File: src/rtl/mpct_pkg.sv
// Shared types and constants for the mouse packet cursor tracker.
package mpct_pkg;

  localparam int SIZE_BITS   = 13;
  localparam int BYTE_BITS   = 8;
  localparam int BTN_BITS    = 3;
  localparam int ADDR_BITS   = 4;
  localparam int DATA_BITS   = 32;

  localparam int RESET_X     = 160;
  localparam int RESET_Y     = 100;
  localparam int RESET_WIDTH = 640;
  localparam int RESET_HEIGHT = 480;

  typedef enum logic [ADDR_BITS-1:0] {
    ADDR_SCREEN_WIDTH   = 4'h0,
    ADDR_SCREEN_HEIGHT  = 4'h4,
    ADDR_DISPLAY_ENABLE = 4'h8
  } reg_addr_t;

  typedef enum logic [2:0] {
    PH_FIRST  = 3'b001,
    PH_SECOND = 3'b010,
    PH_THIRD  = 3'b100
  } phase_t;

  typedef struct packed {
    logic                 aux_ready;
    logic [BYTE_BITS-1:0] data_byte;
  } mouse_word_t;

  typedef struct packed {
    logic [SIZE_BITS-1:0] screen_width;
    logic [SIZE_BITS-1:0] screen_height;
    logic                 display_enable;
  } cfg_t;

endpackage

File: src/rtl/mouse_packet_cursor_tracker.sv
// Top level: configuration registers, input stage and tracking core.
// Each input word gives exactly one result word, the cursor position and
// buttons after that byte. One word per clock sustained while out_stall is
// low; a word passes the input register, then the single-pass update into
// the result register. Bytes with aux_ready low change nothing. Registers:
// screen width 0x0, height 0x4, display enable 0x8; write them only while
// idle. Applied packets clamp coordinates to min(size-1, 2**COORD_BITS-1).
module mouse_packet_cursor_tracker
  import mpct_pkg::*;
#(
  parameter int COORD_BITS = 12
) (
  input  logic                  clk,
  input  logic                  rst_n,
  input  logic                  psel,
  input  logic                  penable,
  input  logic                  pwrite,
  input  logic [ADDR_BITS-1:0]  paddr,
  input  logic [DATA_BITS-1:0]  pwdata,
  output logic [DATA_BITS-1:0]  prdata,
  output logic                  pready,
  input  logic                  in_valid,
  output logic                  in_stall,
  input  logic                  in_aux_ready,
  input  logic [BYTE_BITS-1:0]  in_data_byte,
  output logic                  out_valid,
  input  logic                  out_stall,
  output logic [COORD_BITS-1:0] out_cursor_x,
  output logic [COORD_BITS-1:0] out_cursor_y,
  output logic [BTN_BITS-1:0]   out_button_bits,
  output logic                  out_packet_complete,
  output logic                  out_position_updated
);

  cfg_t        cfg_r;
  logic        wr_en;
  logic        word_vld, word_take;
  mouse_word_t word;

  assign pready = 1'b1;
  assign wr_en  = psel & penable & pwrite;

  always_ff @(posedge clk) begin
    if (!rst_n) begin
      cfg_r.screen_width   <= SIZE_BITS'(RESET_WIDTH);
      cfg_r.screen_height  <= SIZE_BITS'(RESET_HEIGHT);
      cfg_r.display_enable <= 1'b0;
    end else if (wr_en) begin
      if (paddr == ADDR_SCREEN_WIDTH) begin
        cfg_r.screen_width <= pwdata[SIZE_BITS-1:0];
      end
      if (paddr == ADDR_SCREEN_HEIGHT) begin
        cfg_r.screen_height <= pwdata[SIZE_BITS-1:0];
      end
      if (paddr == ADDR_DISPLAY_ENABLE) begin
        cfg_r.display_enable <= pwdata[0];
      end
    end
  end

  always_comb begin
    prdata = '0;
    if (paddr == ADDR_SCREEN_WIDTH) begin
      prdata = DATA_BITS'(cfg_r.screen_width);
    end else if (paddr == ADDR_SCREEN_HEIGHT) begin
      prdata = DATA_BITS'(cfg_r.screen_height);
    end else if (paddr == ADDR_DISPLAY_ENABLE) begin
      prdata = DATA_BITS'(cfg_r.display_enable);
    end
  end

  mpct_in_stage u_in_stage (
    .clk          (clk),
    .rst_n        (rst_n),
    .in_valid     (in_valid),
    .in_stall     (in_stall),
    .in_aux_ready (in_aux_ready),
    .in_data_byte (in_data_byte),
    .word_vld     (word_vld),
    .word         (word),
    .word_take    (word_take)
  );

  mpct_core #(
    .COORD_BITS (COORD_BITS)
  ) u_core (
    .clk                  (clk),
    .rst_n                (rst_n),
    .cfg                  (cfg_r),
    .word_vld             (word_vld),
    .word                 (word),
    .word_take            (word_take),
    .out_valid            (out_valid),
    .out_stall            (out_stall),
    .out_cursor_x         (out_cursor_x),
    .out_cursor_y         (out_cursor_y),
    .out_button_bits      (out_button_bits),
    .out_packet_complete  (out_packet_complete),
    .out_position_updated (out_position_updated)
  );

endmodule

File: src/rtl/mpct_in_stage.sv
// Input register stage: holds one accepted word until the core takes it.
module mpct_in_stage
  import mpct_pkg::*;
(
  input  logic                 clk,
  input  logic                 rst_n,
  input  logic                 in_valid,
  output logic                 in_stall,
  input  logic                 in_aux_ready,
  input  logic [BYTE_BITS-1:0] in_data_byte,
  output logic                 word_vld,
  output mouse_word_t          word,
  input  logic                 word_take
);

  logic        vld_r, vld_nxt;
  mouse_word_t word_r;
  logic        accept;

  assign in_stall = vld_r & ~word_take;
  assign accept   = in_valid & ~in_stall;
  assign word_vld = vld_r;
  assign word     = word_r;

  always_comb begin
    if (accept) begin
      vld_nxt = 1'b1;
    end else if (word_take) begin
      vld_nxt = 1'b0;
    end else begin
      vld_nxt = vld_r;
    end
  end

  always_ff @(posedge clk) begin
    if (!rst_n) begin
      vld_r <= 1'b0;
    end else begin
      vld_r <= vld_nxt;
    end
  end

  always_ff @(posedge clk) begin
    if (accept) begin
      word_r.aux_ready <= in_aux_ready;
      word_r.data_byte <= in_data_byte;
    end
  end

endmodule

File: src/rtl/mpct_core.sv
// Packet assembly, cursor accumulate-and-clamp and the result register.
module mpct_core
  import mpct_pkg::*;
#(
  parameter int COORD_BITS = 12
) (
  input  logic                  clk,
  input  logic                  rst_n,
  input  cfg_t                  cfg,
  input  logic                  word_vld,
  input  mouse_word_t           word,
  output logic                  word_take,
  output logic                  out_valid,
  input  logic                  out_stall,
  output logic [COORD_BITS-1:0] out_cursor_x,
  output logic [COORD_BITS-1:0] out_cursor_y,
  output logic [BTN_BITS-1:0]   out_button_bits,
  output logic                  out_packet_complete,
  output logic                  out_position_updated
);

  localparam int LB = (COORD_BITS > SIZE_BITS) ? COORD_BITS : SIZE_BITS;
  localparam int CW = LB + 2;
  localparam logic [CW-1:0] COORD_MAX = CW'((1 << COORD_BITS) - 1);

  phase_t                phase_r, phase_nxt;
  logic [BYTE_BITS-1:0]  first_r, first_nxt;
  logic [BYTE_BITS-1:0]  second_r, second_nxt;
  logic [COORD_BITS-1:0] pos_x_r, pos_x_nxt;
  logic [COORD_BITS-1:0] pos_y_r, pos_y_nxt;
  logic [BTN_BITS-1:0]   btn_r, btn_nxt;
  logic                  complete, updated;
  logic                  out_valid_r;
  logic [CW-1:0]         lim_x, lim_y, raw_x, raw_y, sum_x, sum_y;

  assign word_take = word_vld & (~out_valid_r | ~out_stall);
  assign out_valid = out_valid_r;

  always_comb begin
    raw_x = (cfg.screen_width == '0) ? '0 : CW'(cfg.screen_width) - CW'(1);
    raw_y = (cfg.screen_height == '0) ? '0 : CW'(cfg.screen_height) - CW'(1);
    lim_x = (raw_x > COORD_MAX) ? COORD_MAX : raw_x;
    lim_y = (raw_y > COORD_MAX) ? COORD_MAX : raw_y;
    sum_x = CW'(pos_x_r) + {{(CW-BYTE_BITS){second_r[BYTE_BITS-1]}}, second_r};
    sum_y = CW'(pos_y_r) - {{(CW-BYTE_BITS){word.data_byte[BYTE_BITS-1]}},
                            word.data_byte};
  end

  always_comb begin
    phase_nxt  = phase_r;
    first_nxt  = first_r;
    second_nxt = second_r;
    pos_x_nxt  = pos_x_r;
    pos_y_nxt  = pos_y_r;
    btn_nxt    = btn_r;
    complete   = 1'b0;
    updated    = 1'b0;
    if (word.aux_ready) begin
      unique case (phase_r)
        PH_FIRST: begin
          first_nxt = word.data_byte;
          phase_nxt = PH_SECOND;
        end
        PH_SECOND: begin
          second_nxt = word.data_byte;
          phase_nxt  = PH_THIRD;
        end
        default: begin
          complete  = 1'b1;
          phase_nxt = PH_FIRST;
          if (cfg.display_enable) begin
            updated = 1'b1;
            btn_nxt = first_r[BTN_BITS-1:0];
            if (sum_x[CW-1]) begin
              pos_x_nxt = '0;
            end else if (sum_x > lim_x) begin
              pos_x_nxt = lim_x[COORD_BITS-1:0];
            end else begin
              pos_x_nxt = sum_x[COORD_BITS-1:0];
            end
            if (sum_y[CW-1]) begin
              pos_y_nxt = '0;
            end else if (sum_y > lim_y) begin
              pos_y_nxt = lim_y[COORD_BITS-1:0];
            end else begin
              pos_y_nxt = sum_y[COORD_BITS-1:0];
            end
          end
        end
      endcase
    end
  end

  always_ff @(posedge clk) begin
    if (!rst_n) begin
      phase_r     <= PH_FIRST;
      first_r     <= '0;
      second_r    <= '0;
      pos_x_r     <= COORD_BITS'(RESET_X);
      pos_y_r     <= COORD_BITS'(RESET_Y);
      btn_r       <= '0;
      out_valid_r <= 1'b0;
    end else begin
      if (word_take) begin
        phase_r  <= phase_nxt;
        first_r  <= first_nxt;
        second_r <= second_nxt;
        pos_x_r  <= pos_x_nxt;
        pos_y_r  <= pos_y_nxt;
        btn_r    <= btn_nxt;
      end
      out_valid_r <= word_take | (out_valid_r & out_stall);
    end
  end

  always_ff @(posedge clk) begin
    if (word_take) begin
      out_cursor_x         <= pos_x_nxt;
      out_cursor_y         <= pos_y_nxt;
      out_button_bits      <= btn_nxt;
      out_packet_complete  <= complete;
      out_position_updated <= updated;
    end
  end

endmodule
File: config.mk
export PLATFORM = sky130hd
export DESIGN_NAME = mouse_packet_cursor_tracker
export DESIGN_NICKNAME = d
export VERILOG_FILES = /design/src/rtl/mpct_pkg.sv /design/src/rtl/mouse_packet_cursor_tracker.sv /design/src/rtl/mpct_in_stage.sv /design/src/rtl/mpct_core.sv
export SDC_FILE = /design/constraint.sdc
export NUM_CORES = 1
export LEC_CHECK = 0
export BUFFER_PORTS_ARGS = -buffer_cell sky130_fd_sc_hd__buf_2
export CORE_MARGIN = 2
export CORE_UTILIZATION = 38
export CTS_CLUSTER_DIAMETER = 100
export DETAILED_ROUTE_END_ITERATION = 10
export PLACE_DENSITY = 0.63
export SLEW_MARGIN = 30
export SYNTH_ARGS = -nofsm -noshare
export SYNTH_HDL_FRONTEND = slang
export SYNTH_SLANG_ARGS = --single-unit
File: constraint.sdc
create_clock -name clk -period 5.9 [get_ports clk]
set_input_delay 0.59 -clock clk [delete_from_list [all_inputs] [get_ports clk]]
set_output_delay 0.59 -clock clk [all_outputs]
set_load 0.1 [all_outputs]
==> results.sh, run 1 <==
export IMPL_outcome="complete, no violations"
export IMPL_synth_main_ff_cell="dfxtp_1"
export IMPL_netlist_area_um2=7190
export IMPL_ys_ff_latch=108
export IMPL_dieWidth_um=142
export IMPL_fmax_ghz=0.225
export IMPL_cts_tree="done"
export IMPL_grt_max_degree=52
export IMPL_antenna_found_initial=0
export IMPL_wl_per_cell_um=15.2
export IMPL_layout_commonest_cell="nand2_1"
export IMPL_worst_r2r_path_depth=18
export IMPL_finClkSkew_ns=0.0115
export IMPL_end_kind="flop"
export IMPL_clock_latency_ns=0.36
export IMPL_route_detailed_drc=0
export IMPL_worst_slack_ns=1.46
export IMPL_crit_type="reg -> reg"
export IMPL_critPathArrivalTime_ns=4.51
export IMPL_finalSetupViolations=0
export IMPL_tightest_slew_ns=0.815
export IMPL_synth_edf_count=38
export IMPL_synth_top_area_share_pct=19.5
export IMPL_die_h_um=142
export IMPL_max_slew_margin_pct=45.7
export IMPL_hold_path_depth=1
export IMPL_io_buffers=76
export IMPL_cts_buffers=9
export IMPL_drive_gt1_share_pct=15.1
export IMPL_start_util_pct=38.6
export IMPL_drtPass1Iterations=7
export IMPL_cp_common_cell="a21oi_1"
export IMPL_drv_cap=0
export IMPL_cts_setup_buffers=0
export IMPL_final_util_pct=43.0
export IMPL_synth_compound_area_share_pct=21.2
export IMPL_hold_path_class="in -> reg"
export IMPL_num_rows=50
export IMPL_rsz0062_at_grt="false"
export IMPL_grt_use_total_pct=17.6
export IMPL_nNetsFinal=1009
export IMPL_crit_required_ns=5.97
export IMPL_grt_pass1_vias=5450
export IMPL_clk_pin_slew_ns=0.08
export IMPL_vias=5990
export IMPL_final_cell_mix="nand2_1 (121), buf_2 (76), a21oi_1 (72), dfxtp_1 (70), ha_1 (58)"
export IMPL_finalHoldViolations=0
export IMPL_dp_worst_setup_slack_ns=1.49
export IMPL_cts_root_buf="clkbuf_16"
export IMPL_yosys_top_cells_area="dfxtp_1 (19%), edfxtp_1 (16%), ha_1 (10%), nand2_1 (6.3%), a21oi_1 (5.0%)"
export IMPL_synthArstFlopShare_pct=0
export IMPL_vias_per_cell=5.27
export IMPL_slowest_delay_ns=0.46
export IMPL_ant_nets=0
export IMPL_core_um2=18600
export IMPL_yosys_warnings=0
export IMPL_dieArea_um2=20000
export IMPL_cp_slowest_cell="edfxtp_1"
export IMPL_synthAdderAreaFrac_pct=10.7
export IMPL_diodes=0
export IMPL_syn_avg_cell_area_um2=8.61
export IMPL_total_power_w=0.00168
export IMPL_hold_ws_ns=0.396
export IMPL_yosys_cell_types_count=68
export IMPL_path_max_fanout=25
export IMPL_ctsResizeCount=0
export IMPL_syn2layout_area_growth_pct=11.6
export IMPL_drv_slew=0
export IMPL_crit_path_start_kind="flop"
export IMPL_pin_count=116
export IMPL_synthMuxAreaShare_pct=3.27
export IMPL_htreeDepth=3
export IMPL_rr_startpoint="u_in_stage.word[1]$_DFFE_PP_"
export IMPL_dpl_hpwl_um=13300
export IMPL_p_leak_nw=3.41
export IMPL_syn_inst=835
export IMPL_clock_sinks=108
export IMPL_endpoint="u_core.out_cursor_y[0]$_DFFE_PP_"
export IMPL_grt_pass1_wl_um=28000
export IMPL_gp_congestion=0.838
export IMPL_finalCriticalPeriod_ns=4.44
export IMPL_drt_iter0_markers=420
export IMPL_min_from="in_data_byte[1]"
export IMPL_synth_xor_area_share_pct=4.14
export IMPL_fin_setup_tns_ns=0
export IMPL_rrSetupSlack_ns=1.46
export IMPL_powerDensity_nw_per_um2=210
export IMPL_peakVddDrop_v=0.000139
export IMPL_clk_path_buf_depth=2
export IMPL_gr_total_overflow=0
export IMPL_wirelength_um=17200
export IMPL_synth_top_family_by_area="compound AO/OA/AOI/OAI gates"
export IMPL_fin_crit_sh_pct=75.2
export IMPL_synth_seq_area_share_pct=35.4
export IMPL_crit_chain="inv_1, ha_1, nor2b_1, o31a_1, o31a_1, a21oi_1, a21oi_1, xnor2_2, buf_4, ha_1, nand2_1, nor3_1, a21o_1, a41oi_1, a21oi_1, buf_4, mux2i_1, o31ai_1"
export IMPL_yosys_area_share_simple_pct=18.5
export IMPL_reg2reg_to="u_core.out_cursor_y[0]$_DFFE_PP_"
export IMPL_postCtsHoldBufs=0
export IMPL_cp_startpoint="u_in_stage.word[1]$_DFFE_PP_"
export IMPL_synth_top_area_cell="dfxtp_1"
-- flip-flops by register name, summed over array words and instances (netlist names) --
signal	count
u_core.out_valid	1
u_core.out_cursor_x	12
u_core.phase_r	3
cfg_r	27
u_core.out_packet_complete	1
u_core.out_position_updated	1
u_core.out_button_bits	3
u_core.btn_r	3
u_core.first_r	3
u_in_stage.word	9
u_core.out_cursor_y	12
u_core.pos_y_r	12
u_core.pos_x_r	12
u_core.second_r	8
u_in_stage.word_vld	1
-- worst max-delay path: cells and delay by family (launching register included) --
kind / cells / cell delay [ns]
xor+xnor: 1 / 0.14
flops: 1 / 0.46
buf+inv: 3 / 0.63
compound gates: 8 / 1.51
simple gates: 3 / 0.49
mux: 1 / 0.34
fa+ha+maj: 2 / 0.57
-- area by class of cell --
| type | count | area (um^2) |
|---|---|---|
| multi-input combinational | 650 | 4270 |
| tap | 234 | 293 |
| sequential | 108 | 2540 |
| clock buffer | 10 | 229 |
| inverter | 41 | 154 |
| timing repair buffer | 87 | 463 |
| fill | 1818 | 10600 |
| clock inverter | 6 | 72.6 |
-- cell families after synthesis --
| group | Yosys count |
|---|---|
| adders and majority gates | 60 |
| AOI/OAI and AO/OA | 231 |
| other | 2 |
| buffers and inverters | 99 |
| muxes | 23 |
| DFF | 108 |
| xor gates and xnor gates | 34 |
| and+or+nand+nor | 278 |
-- where the power goes --
| group | internal, W | switching, W | leakage [nW] |
|---|---|---|---|
| Clock | 0.000335 | 0.000291 | 0.143 |
| Sequential | 0.000782 | 0.00000753 | 0.916 |
| Combinational | 0.0000645 | 0.000206 | 2.36 |
| Total | 0.00118 | 0.000504 | 3.41 |
-- metrics by stage --
| step | cell area, um^2 | std cells |
|---|---|---|
| 6_report | 8030 | 1136 |
| 5_1_grt | 8030 | 1136 |
| 4_1_cts | 8030 | 1136 |
| 3_5_place_dp | 7720 | 1120 |
| 3_3_place_gp | 7720 | 1120 |
| 2_1_floorplan | 7270 | 857 |
-- cell usage after synthesis, types with 4 or more instances --
master / n
mux2i_1: 22
edfxtp_1: 38
o31a_1: 4
o21a_1: 22
a22o_1: 11
clkbuf_1: 27
nand2b_1: 9
ha_1: 58
or3_1: 4
inv_1: 39
nor2_1: 53
dfxtp_1: 70
or2_2: 6
and2_1: 9
nor4_1: 11
o21ai_2: 10
nand2_1: 121
o21ai_0: 32
buf_1: 4
a21o_1: 9
nor2b_1: 5
o31ai_1: 32
xnor2_1: 26
and3_1: 5
or4_1: 4
o22ai_1: 5
a31oi_1: 4
nor3_1: 11
buf_4: 21
xor2_1: 8
a21oi_1: 72
a21boi_0: 4
o21bai_1: 4
nand3_1: 18
-- routing by layer --
metal / routed length [um] / GRT usage (%) / vias up
met1: 8720 / 25.5 / 2711
met2: 7150 / 25.8 / 192
met5: 0 / 0 / -
met3: 1100 / 3.91 / 13
li1: - / - / 3074
met4: 275 / 5.74 / 0
-- worst min-delay path by stage --
stage | end | slack, ns
after floorplan | u_core.out_valid$_SDFF_PN0_ | 0.44
after global placement | u_core.pos_x_r[6]$_SDFFE_PN0P_ | 0.47
after detailed placement | u_core.pos_y_r[4]$_SDFFE_PN0P_ | 0.48
after CTS | u_in_stage.word[1]$_DFFE_PP_ | 0.38
final | u_in_stage.word[1]$_DFFE_PP_ | 0.40
after global routing | u_in_stage.word[1]$_DFFE_PP_ | 0.39
Note: power is estimated with default switching activity, not from simulation.
==> run 2: changes to the inputs <==
- PLACE_DENSITY: 0.63 -> 0.66
- clock period: 5.9 -> 3.7 ns (I/O delays scaled with it)
==> results.sh, run 2 (synthesis gave the netlist of run 1 again) <==
export IMPL_fin_crit_sh_pct=106
export IMPL_drive_gt1_share_pct=35.1
export IMPL_cts_root_buf="clkbuf_16"
export IMPL_num_rows=50
export IMPL_dieArea_um2=20000
export IMPL_grt_pass1_vias=6220
export IMPL_drtPass1Iterations=5
export IMPL_finalNonFillerCells=1253
export IMPL_clock_sinks=108
export IMPL_antenna_found_initial=0
export IMPL_crit_path_start_kind="flop"
export IMPL_htreeDepth=3
export IMPL_clock_latency_ns=0.36
export IMPL_core_um2=18600
export IMPL_gr_total_overflow=0
export IMPL_path_max_fanout=6
export IMPL_postCtsHoldBufs=0
export IMPL_die_h_um=142
export IMPL_syn2layout_area_growth_pct=35.8
export IMPL_finalHoldViolations=0
export IMPL_vias=6680
export IMPL_p_leak_nw=4.14
export IMPL_start_util_pct=38.6
export IMPL_final_util_pct=52.3
export IMPL_fillCellCount=1661
export IMPL_place_inst=1220
export IMPL_fmax_ghz=0.254
export IMPL_drv_slew=0
export IMPL_hold_path_class="in -> reg"
export IMPL_peakVddDrop_v=0.000229
export IMPL_diodes=0
export IMPL_critPathArrivalTime_ns=4.01
export IMPL_wirelength_um=19800
export IMPL_final_cell_mix="nand2_1 (118), buf_4 (118), buf_2 (76), a21oi_1 (66), dfxtp_1 (64)"
export IMPL_crit_required_ns=3.78
export IMPL_clk_pin_slew_ns=0.07
export IMPL_ant_nets=0
export IMPL_grt_use_total_pct=18.9
export IMPL_finClkSkew_ns=0.00931
export IMPL_crit_type="reg -> reg"
export IMPL_regMostFlops="cfg_r"
export IMPL_worst_slack_ns=-0.230
export IMPL_grt_pass1_wl_um=30400
export IMPL_nNetsFinal=1126
export IMPL_dpl_hpwl_um=14300
export IMPL_finalCriticalPeriod_ns=3.93
export IMPL_powerDensity_nw_per_um2=293
export IMPL_pin_count=116
export IMPL_failed_checks="negative setup slack"
export IMPL_max_slew_margin_pct=63.6
export IMPL_largest_reg_flops=27
export IMPL_io_buffers=76
export IMPL_fin_setup_tns_ns=-4.94
export IMPL_vias_per_cell=5.33
export IMPL_dieWidth_um=142
export IMPL_route_detailed_drc=0
export IMPL_clk_path_buf_depth=2
export IMPL_finalSetupViolations=37
export IMPL_grt_max_degree=52
export IMPL_end_kind="flop"
export IMPL_cts_tree="done"
export IMPL_gp_congestion=0.879
export IMPL_rsz0062_at_grt="true"
export IMPL_drt_iter0_markers=439
export IMPL_tightest_slew_ns=0.544
export IMPL_outcome="complete, but fails checks"
export IMPL_drv_cap=0
export IMPL_wl_per_cell_um=15.8
export IMPL_cts_buffers=9
run 2: critical path: stages, from the launching register on:
cell and delay [ns]:
dfxtp_2 0.32, or4_1 0.52, or4_4 0.55, nor3_4 0.30
o22ai_4 0.16, o21ai_2 0.11, inv_2 0.07, ha_4 0.27
nand2_4 0.05, nor3_4 0.23, a21o_1 0.16, a41oi_2 0.05
a21oi_4 0.25, clkbuf_16 0.22, mux2i_4 0.30, o31ai_2 0.10
run 2: worst paths after layout:
| path | slack [ns] | end | depth (start not counted) | from |
|---|---|---|---|---|
| worst max-delay path | -0.23 | u_core.out_cursor_y[2]$_DFFE_PP_ | 15 | cfg_r[3]$_SDFFE_PN0P_ |
| worst min-delay path | 0.19 | u_in_stage.word[4]$_DFFE_PP_ | 1 | in_data_byte[4] |
| worst max register to register | -0.23 | u_core.out_cursor_y[2]$_DFFE_PP_ | 15 | cfg_r[3]$_SDFFE_PN0P_ |
| worst min register to register | 0.48 | u_core.pos_x_r[4]$_SDFFE_PN0P_ | 2 | u_core.pos_x_r[4]$_SDFFE_PN0P_ |
run 2: layout make-up:
type	instances	area, um^2	share of cell area, %
Multi-Input combinational cell	651	5030	51.6
Sequential cell	108	2550	26.1
Timing Repair Buffer	203	1420	14.6
Tap cell	234	293	3.00
Clock buffer	10	229	2.35
Inverter	41	154	1.58
Clock inverter	6	77.6	0.795
run 2: per-stage QoR:
| step | worst slack [ns] | power, W | hold slack (ns) | cell area (um^2) |
|---|---|---|---|---|
| floorplan | 0.00480 | 0.00165 | 0.443 | 7390 |
| global placement | -0.244 | 0.00177 | 0.465 | 8580 |
| detailed placement | -0.296 | 0.00177 | 0.476 | 8580 |
| CTS | -0.176 | 0.00280 | 0.176 | 9220 |
| global route | -0.427 | 0.00295 | 0.174 | 9760 |
| finish | -0.230 | 0.00286 | 0.185 | 9760 |
run 2: power breakdown:
part,internal [W],switching (W),leakage [nW]
registers,0.00125,0.0000101,0.919
logic,0.000198,0.000391,3.07
clock network,0.000541,0.000477,0.148
run 2: timing repair:
item	4_1_cts	5_1_grt
pin swaps	16	23
buffers inserted	7	11
gates resized for setup	57	86
cloned	2	1
endpoints found under the setup margin	46	48
run 2: metal layers:
metal / vias up / GRT usage (%) / share of wire [%]
li1: 3316 / - / -
met1: 3155 / 26.8 / 47
met2: 190 / 29.7 / 46
met3: 19 / 3.54 / 6.0
met4: 0 / 5.11 / 1.2
met5: - / 0 / 0
